<file path="src/rtl/sfp_pkg.sv">
`default_nettype none
package sfp_pkg;

  localparam int SAMPLES_PER_FRAME = 10;
  localparam int SLOT_W = (SAMPLES_PER_FRAME > 1) ? $clog2(SAMPLES_PER_FRAME) : 1;

  localparam int SAMPLE_W = 24;
  localparam int AUX_W    = 16;
  localparam int BYTE_W   = 8;

  localparam logic [BYTE_W-1:0] START_MARK = 8'hAA;
  localparam logic [BYTE_W-1:0] STOP_MARK  = 8'h55;

  // header is two marks and the two counter bytes
  localparam logic [2:0] HDR_LAST    = 3'd3;
  localparam logic [2:0] SAMPLE_LAST = 3'd2;
  localparam logic [2:0] AUX_LAST    = 3'd7;
  localparam logic [2:0] CNT_MARK1   = 3'd1;
  localparam logic [2:0] CNT_FN_LO   = 3'd2;

  typedef logic [SAMPLE_W-1:0] sample_t;
  typedef logic [AUX_W-1:0]    aux_word_t;
  typedef logic [BYTE_W-1:0]   byte_t;
  typedef logic [SLOT_W-1:0]   slot_t;

endpackage
`default_nettype wire

</file>
<file path="src/rtl/sfp_in_if.sv">
`default_nettype none
interface sfp_in_if;
  import sfp_pkg::*;

  logic      valid;
  logic      ready;
  sample_t   sample_a;
  sample_t   sample_b;
  aux_word_t accel_x;
  aux_word_t accel_y;
  aux_word_t accel_z;
  aux_word_t battery_level;

  modport source (
    output valid, sample_a, sample_b, accel_x, accel_y, accel_z, battery_level,
    input  ready
  );
  modport sink (
    input  valid, sample_a, sample_b, accel_x, accel_y, accel_z, battery_level,
    output ready
  );
endinterface
`default_nettype wire

</file>
<file path="src/rtl/sfp_out_if.sv">
`default_nettype none
interface sfp_out_if;
  import sfp_pkg::*;

  logic  valid;
  logic  ready;
  byte_t frame_byte;
  logic  frame_end;

  modport source (output valid, frame_byte, frame_end, input ready);
  modport sink (input valid, frame_byte, frame_end, output ready);
endinterface
`default_nettype wire

</file>
<file path="src/rtl/sensor_frame_packer_unit.sv">
`default_nettype none
// an accepted item is first loaded into the sample shifter and state register, then the first
// word goes into the output register once that is free; each item is sent through the byte
// shifters, the first of a frame after the header, the last ahead of held samples, aux and stop
// a new item is taken once the last word of the previous one sits in the output register
// reset clears sequencer, frame counter, slot and output valid; held samples are not cleared
module sensor_frame_packer_unit (
  input wire logic clk,
  input wire logic rst_n,
  sfp_in_if.sink   in_chan,
  sfp_out_if.source out_chan
);
  import sfp_pkg::*;

  typedef enum logic [5:0] {
    S_IDLE = 6'b000001,
    S_HDR  = 6'b000010,
    S_A    = 6'b000100,
    S_B    = 6'b001000,
    S_AUX  = 6'b010000,
    S_STOP = 6'b100000
  } state_t;

  state_t                 state_r, state_nxt;
  logic [AUX_W-1:0]       frame_number_r, frame_number_nxt;
  slot_t                  slot_r, slot_nxt;
  slot_t                  bidx_r, bidx_nxt;
  logic                   last_r, last_nxt;
  logic [2:0]             cnt_r, cnt_nxt;
  sample_t                sh_r, sh_nxt;
  logic [4*AUX_W-1:0]     aux_r, aux_nxt;
  logic                   out_valid_r, out_valid_nxt;
  byte_t                  out_byte_r, out_byte_nxt;
  logic                   out_end_r, out_end_nxt;
  sample_t                held_r [SAMPLES_PER_FRAME];

  logic accept;
  logic emit;
  logic slot_last;

  assign in_chan.ready       = (state_r == S_IDLE);
  assign accept              = in_chan.valid && in_chan.ready;
  assign emit                = !out_valid_r || out_chan.ready;
  assign slot_last           = (slot_r == slot_t'(SAMPLES_PER_FRAME - 1));
  assign out_chan.valid      = out_valid_r;
  assign out_chan.frame_byte = out_byte_r;
  assign out_chan.frame_end  = out_end_r;

  always_comb begin
    state_nxt        = state_r;
    frame_number_nxt = frame_number_r;
    slot_nxt         = slot_r;
    bidx_nxt         = bidx_r;
    last_nxt         = last_r;
    cnt_nxt          = cnt_r;
    sh_nxt           = sh_r;
    aux_nxt          = aux_r;
    out_valid_nxt    = out_valid_r && !out_chan.ready;
    out_byte_nxt     = out_byte_r;
    out_end_nxt      = out_end_r;

    case (state_r)
      S_IDLE: begin
        if (accept) begin
          sh_nxt   = in_chan.sample_a;
          aux_nxt  = {in_chan.battery_level, in_chan.accel_z, in_chan.accel_y,
                      in_chan.accel_x};
          last_nxt = slot_last;
          slot_nxt = slot_last ? '0 : slot_r + slot_t'(1);
          cnt_nxt  = '0;
          state_nxt = (slot_r == '0) ? S_HDR : S_A;
        end
      end
      S_HDR: begin
        if (emit) begin
          out_valid_nxt = 1'b1;
          out_end_nxt   = 1'b0;
          if (cnt_r <= CNT_MARK1) begin
            out_byte_nxt = START_MARK;
          end else if (cnt_r == CNT_FN_LO) begin
            out_byte_nxt = frame_number_r[BYTE_W-1:0];
          end else begin
            out_byte_nxt = frame_number_r[2*BYTE_W-1:BYTE_W];
          end
          if (cnt_r == HDR_LAST) begin
            cnt_nxt   = '0;
            state_nxt = S_A;
          end else begin
            cnt_nxt = cnt_r + 3'd1;
          end
        end
      end
      S_A, S_B: begin
        if (emit) begin
          out_valid_nxt = 1'b1;
          out_end_nxt   = 1'b0;
          out_byte_nxt  = sh_r[BYTE_W-1:0];
          sh_nxt        = {{BYTE_W{1'b0}}, sh_r[SAMPLE_W-1:BYTE_W]};
          if (cnt_r == SAMPLE_LAST) begin
            cnt_nxt = '0;
            if (state_r == S_A) begin
              if (last_r) begin
                state_nxt = S_B;
                bidx_nxt  = '0;
                sh_nxt    = held_r[0];
              end else begin
                state_nxt = S_IDLE;
              end
            end else if (bidx_r == slot_t'(SAMPLES_PER_FRAME - 1)) begin
              state_nxt = S_AUX;
            end else begin
              bidx_nxt = bidx_r + slot_t'(1);
              sh_nxt   = held_r[bidx_r + slot_t'(1)];
            end
          end else begin
            cnt_nxt = cnt_r + 3'd1;
          end
        end
      end
      S_AUX: begin
        if (emit) begin
          out_valid_nxt = 1'b1;
          out_end_nxt   = 1'b0;
          out_byte_nxt  = aux_r[BYTE_W-1:0];
          aux_nxt       = {{BYTE_W{1'b0}}, aux_r[4*AUX_W-1:BYTE_W]};
          if (cnt_r == AUX_LAST) begin
            cnt_nxt   = '0;
            state_nxt = S_STOP;
          end else begin
            cnt_nxt = cnt_r + 3'd1;
          end
        end
      end
      S_STOP: begin
        if (emit) begin
          out_valid_nxt    = 1'b1;
          out_end_nxt      = 1'b1;
          out_byte_nxt     = STOP_MARK;
          frame_number_nxt = frame_number_r + AUX_W'(1);
          state_nxt        = S_IDLE;
        end
      end
      default: begin
        state_nxt = S_IDLE;
      end
    endcase
  end

  always_ff @(posedge clk) begin
    if (!rst_n) begin
      state_r        <= S_IDLE;
      frame_number_r <= '0;
      slot_r         <= '0;
      bidx_r         <= '0;
      last_r         <= 1'b0;
      cnt_r          <= '0;
      out_valid_r    <= 1'b0;
    end else begin
      state_r        <= state_nxt;
      frame_number_r <= frame_number_nxt;
      slot_r         <= slot_nxt;
      bidx_r         <= bidx_nxt;
      last_r         <= last_nxt;
      cnt_r          <= cnt_nxt;
      out_valid_r    <= out_valid_nxt;
    end
  end

  // payload, no reset
  always_ff @(posedge clk) begin
    sh_r       <= sh_nxt;
    aux_r      <= aux_nxt;
    out_byte_r <= out_byte_nxt;
    out_end_r  <= out_end_nxt;
    if (accept) begin
      held_r[slot_r] <= in_chan.sample_b;
    end
  end

endmodule
`default_nettype wire

</file>
<file path="src/flat_wrapper.sv">
// flat-port wrapper written by rule: the top's interface ports become plain ports
module sensor_frame_packer_unit_flat import sfp_pkg::*;
  (clk, rst_n, in_chan_valid, in_chan_sample_a, in_chan_sample_b, in_chan_accel_x, in_chan_accel_y, in_chan_accel_z, in_chan_battery_level, in_chan_ready, out_chan_valid, out_chan_frame_byte, out_chan_frame_end, out_chan_ready);
  sfp_in_if in_chan_i ();
  sfp_out_if out_chan_i ();
  input wire logic clk;
  input wire logic rst_n;
  input wire logic [$bits(in_chan_i.valid)-1:0] in_chan_valid;
  input wire logic [$bits(in_chan_i.sample_a)-1:0] in_chan_sample_a;
  input wire logic [$bits(in_chan_i.sample_b)-1:0] in_chan_sample_b;
  input wire logic [$bits(in_chan_i.accel_x)-1:0] in_chan_accel_x;
  input wire logic [$bits(in_chan_i.accel_y)-1:0] in_chan_accel_y;
  input wire logic [$bits(in_chan_i.accel_z)-1:0] in_chan_accel_z;
  input wire logic [$bits(in_chan_i.battery_level)-1:0] in_chan_battery_level;
  output wire logic [$bits(in_chan_i.ready)-1:0] in_chan_ready;
  output wire logic [$bits(out_chan_i.valid)-1:0] out_chan_valid;
  output wire logic [$bits(out_chan_i.frame_byte)-1:0] out_chan_frame_byte;
  output wire logic [$bits(out_chan_i.frame_end)-1:0] out_chan_frame_end;
  input wire logic [$bits(out_chan_i.ready)-1:0] out_chan_ready;
  assign in_chan_i.valid = in_chan_valid;
  assign in_chan_i.sample_a = in_chan_sample_a;
  assign in_chan_i.sample_b = in_chan_sample_b;
  assign in_chan_i.accel_x = in_chan_accel_x;
  assign in_chan_i.accel_y = in_chan_accel_y;
  assign in_chan_i.accel_z = in_chan_accel_z;
  assign in_chan_i.battery_level = in_chan_battery_level;
  assign in_chan_ready = in_chan_i.ready;
  assign out_chan_valid = out_chan_i.valid;
  assign out_chan_frame_byte = out_chan_i.frame_byte;
  assign out_chan_frame_end = out_chan_i.frame_end;
  assign out_chan_i.ready = out_chan_ready;
  sensor_frame_packer_unit u_core (.clk(clk), .rst_n(rst_n), .in_chan(in_chan_i), .out_chan(out_chan_i));
endmodule
</file>
<file path="config.mk">
export PLATFORM = sky130hd
export DESIGN_NAME = sensor_frame_packer_unit_flat
export DESIGN_NICKNAME = d
export VERILOG_FILES = /design/src/rtl/sfp_pkg.sv /design/src/rtl/sfp_in_if.sv /design/src/rtl/sfp_out_if.sv /design/src/rtl/sensor_frame_packer_unit.sv /design/src/flat_wrapper.sv
export SDC_FILE = /design/constraint.sdc
export NUM_CORES = 1
export LEC_CHECK = 0
export ABC_AREA = 1
export BUFFER_PORTS_ARGS = -buffer_cell sky130_fd_sc_hd__buf_2
export CORE_ASPECT_RATIO = 0.6
export CORE_MARGIN = 4
export CORE_UTILIZATION = 35
export DETAILED_ROUTE_END_ITERATION = 8
export PLACE_DENSITY = 0.61
export SYNTH_ARGS = -nofsm -noshare
export SYNTH_HDL_FRONTEND = slang
export SYNTH_SLANG_ARGS = --single-unit
</file>
<file path="constraint.sdc">
create_clock -name clk -period 5.25 [get_ports clk]
set_input_delay 0.7875 -clock clk [delete_from_list [all_inputs] [get_ports clk]]
set_output_delay 0.7875 -clock clk [all_outputs]
set_load 0.01 [all_outputs]
</file>
==> impl_metrics.ini, run 1 <==
[outcome]
status = finished clean

[timing]
finalHoldViolations = 0
rsz0062_at_grt = no
clock.fmax_mhz = 297.8
drv_slew = 0
clock_skew_ns = 0.02964
slew_headroom_pct = 28.46
layout_min_cycle_time_ns = 3.357
period_share_pct = 63.95
setup_viol = 0
totalNegativeSetupSlack_ns = 0
worst_pin_slew_ns = 1.069
finalHoldWorstSlack_ns = 0.4709

[global_route]
grt_max_degree = 69
grt_pass1_vias = 11550
gr-total-overflow = 0
track_usage_pct = 16.48
grt_pass1_wl_um = 67230
antenna_found_initial = 5

[clock_network]
hold_buffers = 0
cts_buffers = 39
post_cts_buffers = 0
ctsHtreeMaxLevel = 2
cts.reportedPaths.clkPinSlew_ns = 0.06
cts.sinks = 372
cts.repair.resized = 0
clock_latency_ns = 0.55
tritoncts = built
cts-root-buf = clkbuf_16
clock_path_buffers = 3

[cells_and_area]
final_cell_area_mm2 = 0.01956
nets = 2051
drive_gt1_share_pct = 12.90
nFillCells = 4668
area_growth_pct = 14.44

[drt]
antenna_left = 0
drtIter0Drc = 1454
post_drt_wl_per_cell_um = 17.11
via_per_inst = 4.808
wl_um = 44470
vias = 12500
remaining_drc_errors = 0
dr.pass1.iters = 6

[pwr]
leakage_nw = 8.199
power_density_mw_per_mm2 = 410.4
finalPower_mw = 8.028
ir_drop_mv = 0.3068

[synth]
yosysMostFrequentCell = nand2_1
synth_area_leaders = edfxtp_1 (59%), nand2_1 (15%), nand3_1 (5.9%)
syn_area_mm2 = 0.01709
ys_seq_area_share_pct = 63.30
ys.flop_type = edfxtp_1
yosys_warnings = 0
synth_mux_area_share_pct = 0.4685
synth_compound_area_share_pct = 3.865
syn-num-nets = 1940
ys_top_cells_by_count = nand2_1 (705), edfxtp_1 (337), inv_1 (204)
synth_area_leader_cell = edfxtp_1
synth_top_family_by_area = simple AND/OR/NAND/NOR gates
synth_fa_ha_area_share_pct = 0.6588
yosys.area.top_type_share_pct = 59.21
synthCells = 1815
synthSimpleGateAreaFrac_pct = 24.38
ys_ff_latch = 372
synth.avg_cell_area_um2 = 9.417
synth-xor-area-share_pct = 0.4026
synth_edf_count = 337
synth.distinct_cells = 40
async_flop_share_pct = 0

[floorplanning]
core-area_mm2 = 0.04802
die_y_um = 179.2
dieWidth_um = 293.3
start_util_pct = 35.60
rows = 62
die_area_mm2 = 0.05255
ioPinCount = 127

[placed_design]
io_buffers = 126
dpl_cell_area_mm2 = 0.01837
gp_congestion = 0.8561
hpwlAfterDp_um = 27770

[worst_setup_path]
worstSetupEndpointType = register
crit_type = reg2reg
cp.required_ns = 5.55
timing.rr.end = u_core.sh_r[16]
critPathMaxFanout = 68
startpoint_type = register
r2r_start = u_core.bidx_r[0]
critical_path_arrival_ns = 3.66
ff2ff_path_depth = 10
crit_path_start = u_core.bidx_r[0]
rrSetupSlack_ns = 1.89
endpoint = u_core.sh_r[16]

[flow_run]
maxCapViolCount = 0

[hold_path]
whs_path_depth = 2
hold_class = reg2reg
[placed cells by master, fill, tap and decap left out, types with 2 or more instances in the layout]
cell type / Yosys / layout
clkbuf_1: 25 / 9
buf_4: 4 / 22
o21ai_0: 32 / 32
a21oi_1: 45 / 45
nand3_2: 2 / 2
mux2i_1: 8 / 8
edfxtp_1: 337 / 337
diode_2: 0 / 5
nand4_1: 4 / 4
buf_2: 40 / 126
xor2_1: 6 / 6
clkinv_1: 1 / 9
clkinv_2: 0 / 6
dfxtp_1: 35 / 34
nand2_1: 705 / 704
a22oi_1: 23 / 23
inv_2: 12 / 12
nand3_1: 201 / 201
nor2_1: 74 / 62
clkbuf_16: 0 / 40
inv_6: 0 / 2
nor3_1: 8 / 8
o21ai_1: 3 / 3
inv_1: 204 / 203
ha_1: 9 / 8
nor2_2: 8 / 19
clkinv_4: 0 / 2
nor2_4: 4 / 5
nand2_2: 3 / 4
[kinds of logic after synthesis]
kind of cell    count (synthesis)
simple gates                 1012
flops                         372
buf+inv                       295
compound gates                112
fa+ha+maj                       9
mux                             8
xor+xnor                        7
[stage by stage]
stage	util, %	std cells	setup slack [ns]
floorplan	-	1815	0.9974
finish	40.73	2599	1.893
global route	40.73	2599	1.653
CTS	40.71	2594	1.909
detailed placement	38.25	2525	1.940
global placement	38.25	2525	2.008
[cell type report]
class                   count  area (um2)  area share (%)
diodes                      5       12.51         0.06397
clock inverters            20       147.6          0.7548
clock buffers              49        1035           5.290
inverters                 217       815.8           4.171
well taps                 640       800.8           4.094
repair buffers            148       795.8           4.068
multi-input cells        1148        5129           26.22
flip-flops and latches    372       10820           55.34
[power breakdown]
| part | leakage, nW | total, mW | internal (mW) | switching [mW] |
|---|---|---|---|---|
| clock network | 0.580 | 2.60 | 1.46 | 1.14 |
| logic | 4.26 | 1.26 | 0.298 | 0.965 |
| registers | 3.36 | 4.16 | 3.93 | 0.230 |
| total | 8.20 | 8.03 | 5.69 | 2.34 |
[worst min path at each step]
| stage | start | to |
|---|---|---|
| 2_1_floorplan | u_core.frame_number_r[15] | u_core.frame_number_r[15] |
| 5_1_grt | u_core.frame_number_r[14] | u_core.frame_number_r[14] |
| 4_1_cts | u_core.frame_number_r[15] | u_core.frame_number_r[15] |
| 6_report | u_core.frame_number_r[15] | u_core.frame_number_r[15] |
| 3_3_place_gp | u_core.frame_number_r[15] | u_core.frame_number_r[15] |
| 3_5_place_dp | u_core.frame_number_r[15] | u_core.frame_number_r[15] |
[routing by layer]
| metal | up-vias | share of wire (%) | GRT usage, % |
|---|---|---|---|
| met5 | - | 0 | 0 |
| met4 | 0 | 2.3 | 5.184 |
| met3 | 66 | 6.1 | 2.662 |
| met2 | 363 | 44 | 24.22 |
| met1 | 5913 | 48 | 24.88 |
| li1 | 6155 | - | - |
[critical path, stage by stage, from the launching register on]
cell and delay (ns):
dfxtp_4 0.86, clkinv_2 0.11, buf_4 0.34, o21bai_4 0.50, nand2_2 0.56, inv_2 0.35
a21oi_1 0.12, nand2_1 0.07, nand2_1 0.05, nand2_1 0.05, nand2_1 0.06
[sequential cells by signal, summed over array words and instances (netlist names)]
register	cells
u_core.aux_r	64
u_core.bidx_r	4
u_core.cnt_r	3
u_core.frame_number_r	16
u_core.held_r	240
u_core.last_r	1
u_core.out_chan.frame_byte	8
u_core.out_chan.frame_end	1
u_core.out_chan.valid	1
u_core.sh_r	24
u_core.slot_r	4
u_core.state_r	6
No activity file was read; power rests on OpenSTA's default activity.
==> run 2, diff against run 1 <==
clock period = 3.1 ns   (was 5.25 ns; I/O delays follow)
==> run 2 against run 1 <==
  * Via count rose by 2.6%
  * Clock skew up 0.013 ns
  * Combinational power grew 83%
  * Critical path type unchanged
  * Die area unchanged
  * Largest cell class unchanged
  * Clock-buffer cell count decreased by 2
  * Cell count increased by 0.31%
  * Worst hold slack got worse by 0.26 ns
  * Register-to-register slack got worse by 1.2 ns
==> impl_metrics.ini, run 2 (synthesis gave the netlist of run 1 again) <==
[global_route]
grt_pass1_wl_um = 71280
grt_max_degree = 90
antenna_found_initial = 0
gr-total-overflow = 0
grt_pass1_vias = 11820
track_usage_pct = 17.68

[floorplanning]
die_area_mm2 = 0.05255
dieWidth_um = 293.3
die_y_um = 179.2
core-area_mm2 = 0.04802
rows = 62
ioPinCount = 127
start_util_pct = 35.60

[cells_and_area]
area_growth_pct = 15.31
regMostFlops = u_core.held_r
largestRegisters = u_core.held_r: 240 flops, u_core.aux_r: 64 flops, u_core.sh_r: 24 flops
final_util_pct = 41.05
mostFrequentLayoutCells = nand2_1 (704), edfxtp_1 (337), inv_1 (203)
nets = 2066
num_antenna_cells = 0
drive_gt1_share_pct = 13.37
final_common_cell = nand2_1
largest_reg_flops = 240

[pwr]
power_density_mw_per_mm2 = 699.2
leakage_nw = 8.283
finalPower_mw = 13.78
ir_drop_mv = 0.4259

[clock_network]
clock_path_buffers = 3
cts.repair.resized = 0
tritoncts = built
hold_buffers = 0
post_cts_buffers = 0
cts-root-buf = clkbuf_16
cts.sinks = 372
clock_latency_ns = 0.56
cts_buffers = 38
cts.reportedPaths.clkPinSlew_ns = 0.06
ctsHtreeMaxLevel = 2

[placed_design]
preCtsSetupSlack_ns = 0.6295
gp_congestion = 0.9313
hpwlAfterDp_um = 31640
io_buffers = 126

[worst_setup_path]
crit_chain = inv_1 -> ha_2 -> inv_1 -> buf_4 -> nand2_1 -> nand3_1 -> nand3_1 -> nand2_1 -> nand2_1 -> nand2_1 -> nand2_1 -> nand2_1
slowest_stage = ha_2
critical_path_arrival_ns = 2.74
worstSetupEndpointType = register
crit_type = reg2reg
cp.required_ns = 3.41
cp_top_family = simple AND/OR/NAND/NOR gates
slowest_delay_ns = 0.56
critPathMaxFanout = 36
cp_common_cell = nand2_1
critPathBufInv = 3
startpoint_type = register

[drt]
vias = 12830
wl_met3_um = 4654
highest_layer = met4
wl_um = 47580
drtIter0Drc = 1383
via_per_inst = 4.920
post_drt_wl_per_cell_um = 18.25
drt-met1-wl_um = 22780
dr.pass1.iters = 5
antenna_left = 0
dr_wl_met2_um = 19370
remaining_drc_errors = 0

[timing]
clock_skew_ns = 0.04233
period_share_pct = 78.30
rsz0062_at_grt = no
worst_pin_slew_ns = 1.071
slew_headroom_pct = 28.61
setup_ws_ns = 0.6729
drv_slew = 0
totalNegativeSetupSlack_ns = 0
finalHoldViolations = 0
layout_min_cycle_time_ns = 2.427
setup_viol = 0
clock.fmax_mhz = 412.0

[outcome]
status = finished clean

[hold_path]
hold_class = in2reg

[flow_run]
maxCapViolCount = 0
## run 2: cell types whose count changed in the layout (fill, tap and decap cells not counted), sizes merged
cell | previous run | this run
bufinv | 1 | 3
clkbuf | 49 | 47
inv | 218 | 217
buf | 148 | 164
clkinv | 18 | 16
diode | 5 | 0
## run 2: per-layer routing
layer  track usage [%]  up-vias
li1                  -     6179
met1             28.11     6040
met2             24.43      550
met3             3.764       58
met4             3.691        0
met5                 0        -
## run 2: per-stage QoR
step / instances / cell area, um2 / hold WS, ns
global placement: 2541 / 18540 / 0.4545
global route: 2607 / 19710 / 0.1914
CTS: 2607 / 19710 / 0.1769
finish: 2607 / 19710 / 0.2072
floorplan: 1815 / 17100 / 0.4437
detailed placement: 2541 / 18540 / 0.4766
## run 2: layout make-up
class,count,area [um2]
clock inverter,19,190.2
fill,4662,28310
multi-input combinational,1148,5129
timing repair buffer,164,965.9
sequential,372,10820
tap,640,800.8
inverter,217,815.8
clock buffer,47,984.7
## run 2: path summary, 6_finish.rpt
| path | start | end | slack, ns | depth (start not counted) |
|---|---|---|---|---|
| worst min-delay path | in_chan_accel_z[0] | u_core.aux_r[32] | 0.21 | 3 |
| worst min register to register | u_core.frame_number_r[15] | u_core.frame_number_r[15] | 0.49 | 2 |
| worst max-delay path | u_core.bidx_r[1] | u_core.sh_r[4] | 0.67 | 12 |
| worst max register to register | u_core.bidx_r[1] | u_core.sh_r[4] | 0.67 | 12 |
## run 2: report_power, final
part	internal [mW]	switching (mW)	total, mW
logic	0.578	1.72	2.30
clock network	2.52	1.94	4.45
registers	6.65	0.379	7.03
## run 2: tightest hold or removal path: stages
cell and delay (ns):
buf_2 0.08, nand2_1 0.04, nand2_1 0.05
==> run 3, diff against run 2 <==
PLACE_DENSITY = 0.63   (was 0.61)
clock period = 2.13 ns   (was 3.1 ns; I/O delays follow)
==> run 3 against run 2 <==
  * Critical path depth fell by 2
  * Clock-buffer cell count fell by 1
  * Clock skew shrank 0.0025 ns
  * Register-to-register slack worse by 0.63 ns
  * Non-clock buffer count is 11 higher
  * Global-route usage is 0.81 points lower
  * Wire length decreased by 4.6%
  * Power rose by 49%
  * Largest power group unchanged
==> impl_metrics.ini, run 3 (synthesis gave the netlist of run 1 again) <==
[outcome]
status = finished clean

[timing]
drv_slew = 0
slew_headroom_pct = 63.47
period_share_pct = 97.98
layout_min_cycle_time_ns = 2.087
clock_skew_ns = 0.03980
setup_ws_ns = 0.04295
rsz0062_at_grt = yes
finalHoldViolations = 0
clock.fmax_mhz = 479.1
setup_viol = 0
finalHoldWorstSlack_ns = 0.04746
worst_pin_slew_ns = 0.5479

[drt]
dr.pass1.iters = 5
post_drt_wl_per_cell_um = 17.30
drtIter0Drc = 1309
antenna_left = 0
via_per_inst = 4.853
remaining_drc_errors = 0
wl_um = 45390
vias = 12730

[hold_path]
hold_end = u_core.aux_r[23]
whs_path_depth = 3
min_from = in_chan_accel_y[7]
hold_class = in2reg

[clock_network]
clock_path_buffers = 3
cts_buffers = 38
clock_latency_ns = 0.56
cts.reportedPaths.clkPinSlew_ns = 0.06
tritoncts = built
post_cts_buffers = 0
cts-root-buf = clkbuf_16
cts.sinks = 372
ctsHtreeMaxLevel = 2

[placed_design]
dpl.cell_count = 2552
preCtsSetupSlack_ns = 0.04289
dpl_cell_area_mm2 = 0.01885
hpwlAfterDp_um = 28620
gp_congestion = 0.8904
io_buffers = 126

[global_route]
track_usage_pct = 16.86
grt_pass1_vias = 11940
grt_max_degree = 68
gr-total-overflow = 0
grt_pass1_wl_um = 68610
antenna_found_initial = 4

[cells_and_area]
area_growth_pct = 17.77
mostFrequentLayoutCells = nand2_1 (704), edfxtp_1 (337), inv_1 (201)
regMostFlops = u_core.held_r
nFillCells = 4576
nets = 2077
final_cell_area_mm2 = 0.02013
largest_reg_flops = 240
final_common_cell = nand2_1
stdcell_count = 2624
drive_gt1_share_pct = 14.60
largestRegisters = u_core.held_r: 240 flops, u_core.aux_r: 64 flops, u_core.sh_r: 24 flops

[worst_setup_path]
timing.rr.end = u_core.sh_r[8]
r2r_start = u_core.bidx_r[0]
crit_type = reg2reg
rrSetupSlack_ns = 0.04
startpoint_type = register
worstSetupEndpointType = register
ff2ff_path_depth = 10
cp.required_ns = 2.45
critPathMaxFanout = 8
critical_path_arrival_ns = 2.41

[floorplanning]
start_util_pct = 35.60
die_area_mm2 = 0.05255
rows = 62
die_y_um = 179.2
dieWidth_um = 293.3
ioPinCount = 127
core-area_mm2 = 0.04802

[pwr]
leakage_nw = 8.449
finalPower_mw = 20.53
power_density_mw_per_mm2 = 1020
ir_drop_mv = 0.8150

[flow_run]
maxCapViolCount = 0
## run 3: metrics by stage
stage	TNS, ns	utilization [%]
6_report	0	41.92
5_1_grt	-0.01548	41.92
4_1_cts	0	41.89
3_5_place_dp	0	39.25
3_3_place_gp	0	39.25
2_1_floorplan	-26.82	-
## run 3: area by class of cell
class / count / area (um2) / share of cell area, %
diodes: 4 / 10.01 / 0.04973
clock inverters: 22 / 276.5 / 1.374
multi-input cells: 1148 / 5157 / 25.62
well taps: 640 / 800.8 / 3.978
flip-flops and latches: 372 / 10830 / 53.80
inverters: 217 / 815.8 / 4.053
repair buffers: 175 / 1249 / 6.203
clock buffers: 46 / 991.0 / 4.923
## run 3: power breakdown
| part | total (mW) | internal [mW] | switching (mW) |
|---|---|---|---|
| logic | 3.42 | 0.943 | 2.48 |
| registers | 10.3 | 9.68 | 0.587 |
| clock network | 6.85 | 3.97 | 2.88 |
| total | 20.5 | 14.6 | 5.95 |
## run 3: how the worst max path moves through the flow
stage / from / endpoint
floorplan: u_core.state_r[0] / u_core.held_r[1][0]
global route: u_core.bidx_r[1] / u_core.sh_r[8]
global placement: u_core.bidx_r[1] / u_core.sh_r[8]
CTS: u_core.bidx_r[1] / u_core.sh_r[8]
finish: u_core.bidx_r[0] / u_core.sh_r[8]
detailed placement: u_core.bidx_r[1] / u_core.sh_r[8]
## run 3: layer usage
| layer | track usage (%) | part of all wire (%) | vias to the layer above |
|---|---|---|---|
| li1 | - | - | 6209 |
| met2 | 25.43 | 44 | 480 |
| met4 | 4.800 | 1.8 | 0 |
| met5 | 0 | 0 | - |
| met3 | 3.306 | 8.4 | 60 |
| met1 | 24.76 | 46 | 5985 |
## run 3: repair_timing
item / 4_1_cts / 5_1_grt
resized for setup: 0 / 2
endpoints found under the hold margin: 0 / 0
hold buffers: 0 / 0
endpoints found under the setup margin: 0 / 24
## run 3: worst max-delay path, cell delays in order (launching register included)
cell	delay [ns]
dfxtp_4	0.39
ha_1	0.24
xnor2_2	0.32
buf_4	0.25
nand3_1	0.15
nand3_1	0.11
nand2_1	0.13
nand2_1	0.09
nand2_1	0.05
nand2_1	0.06
nand2_1	0.05
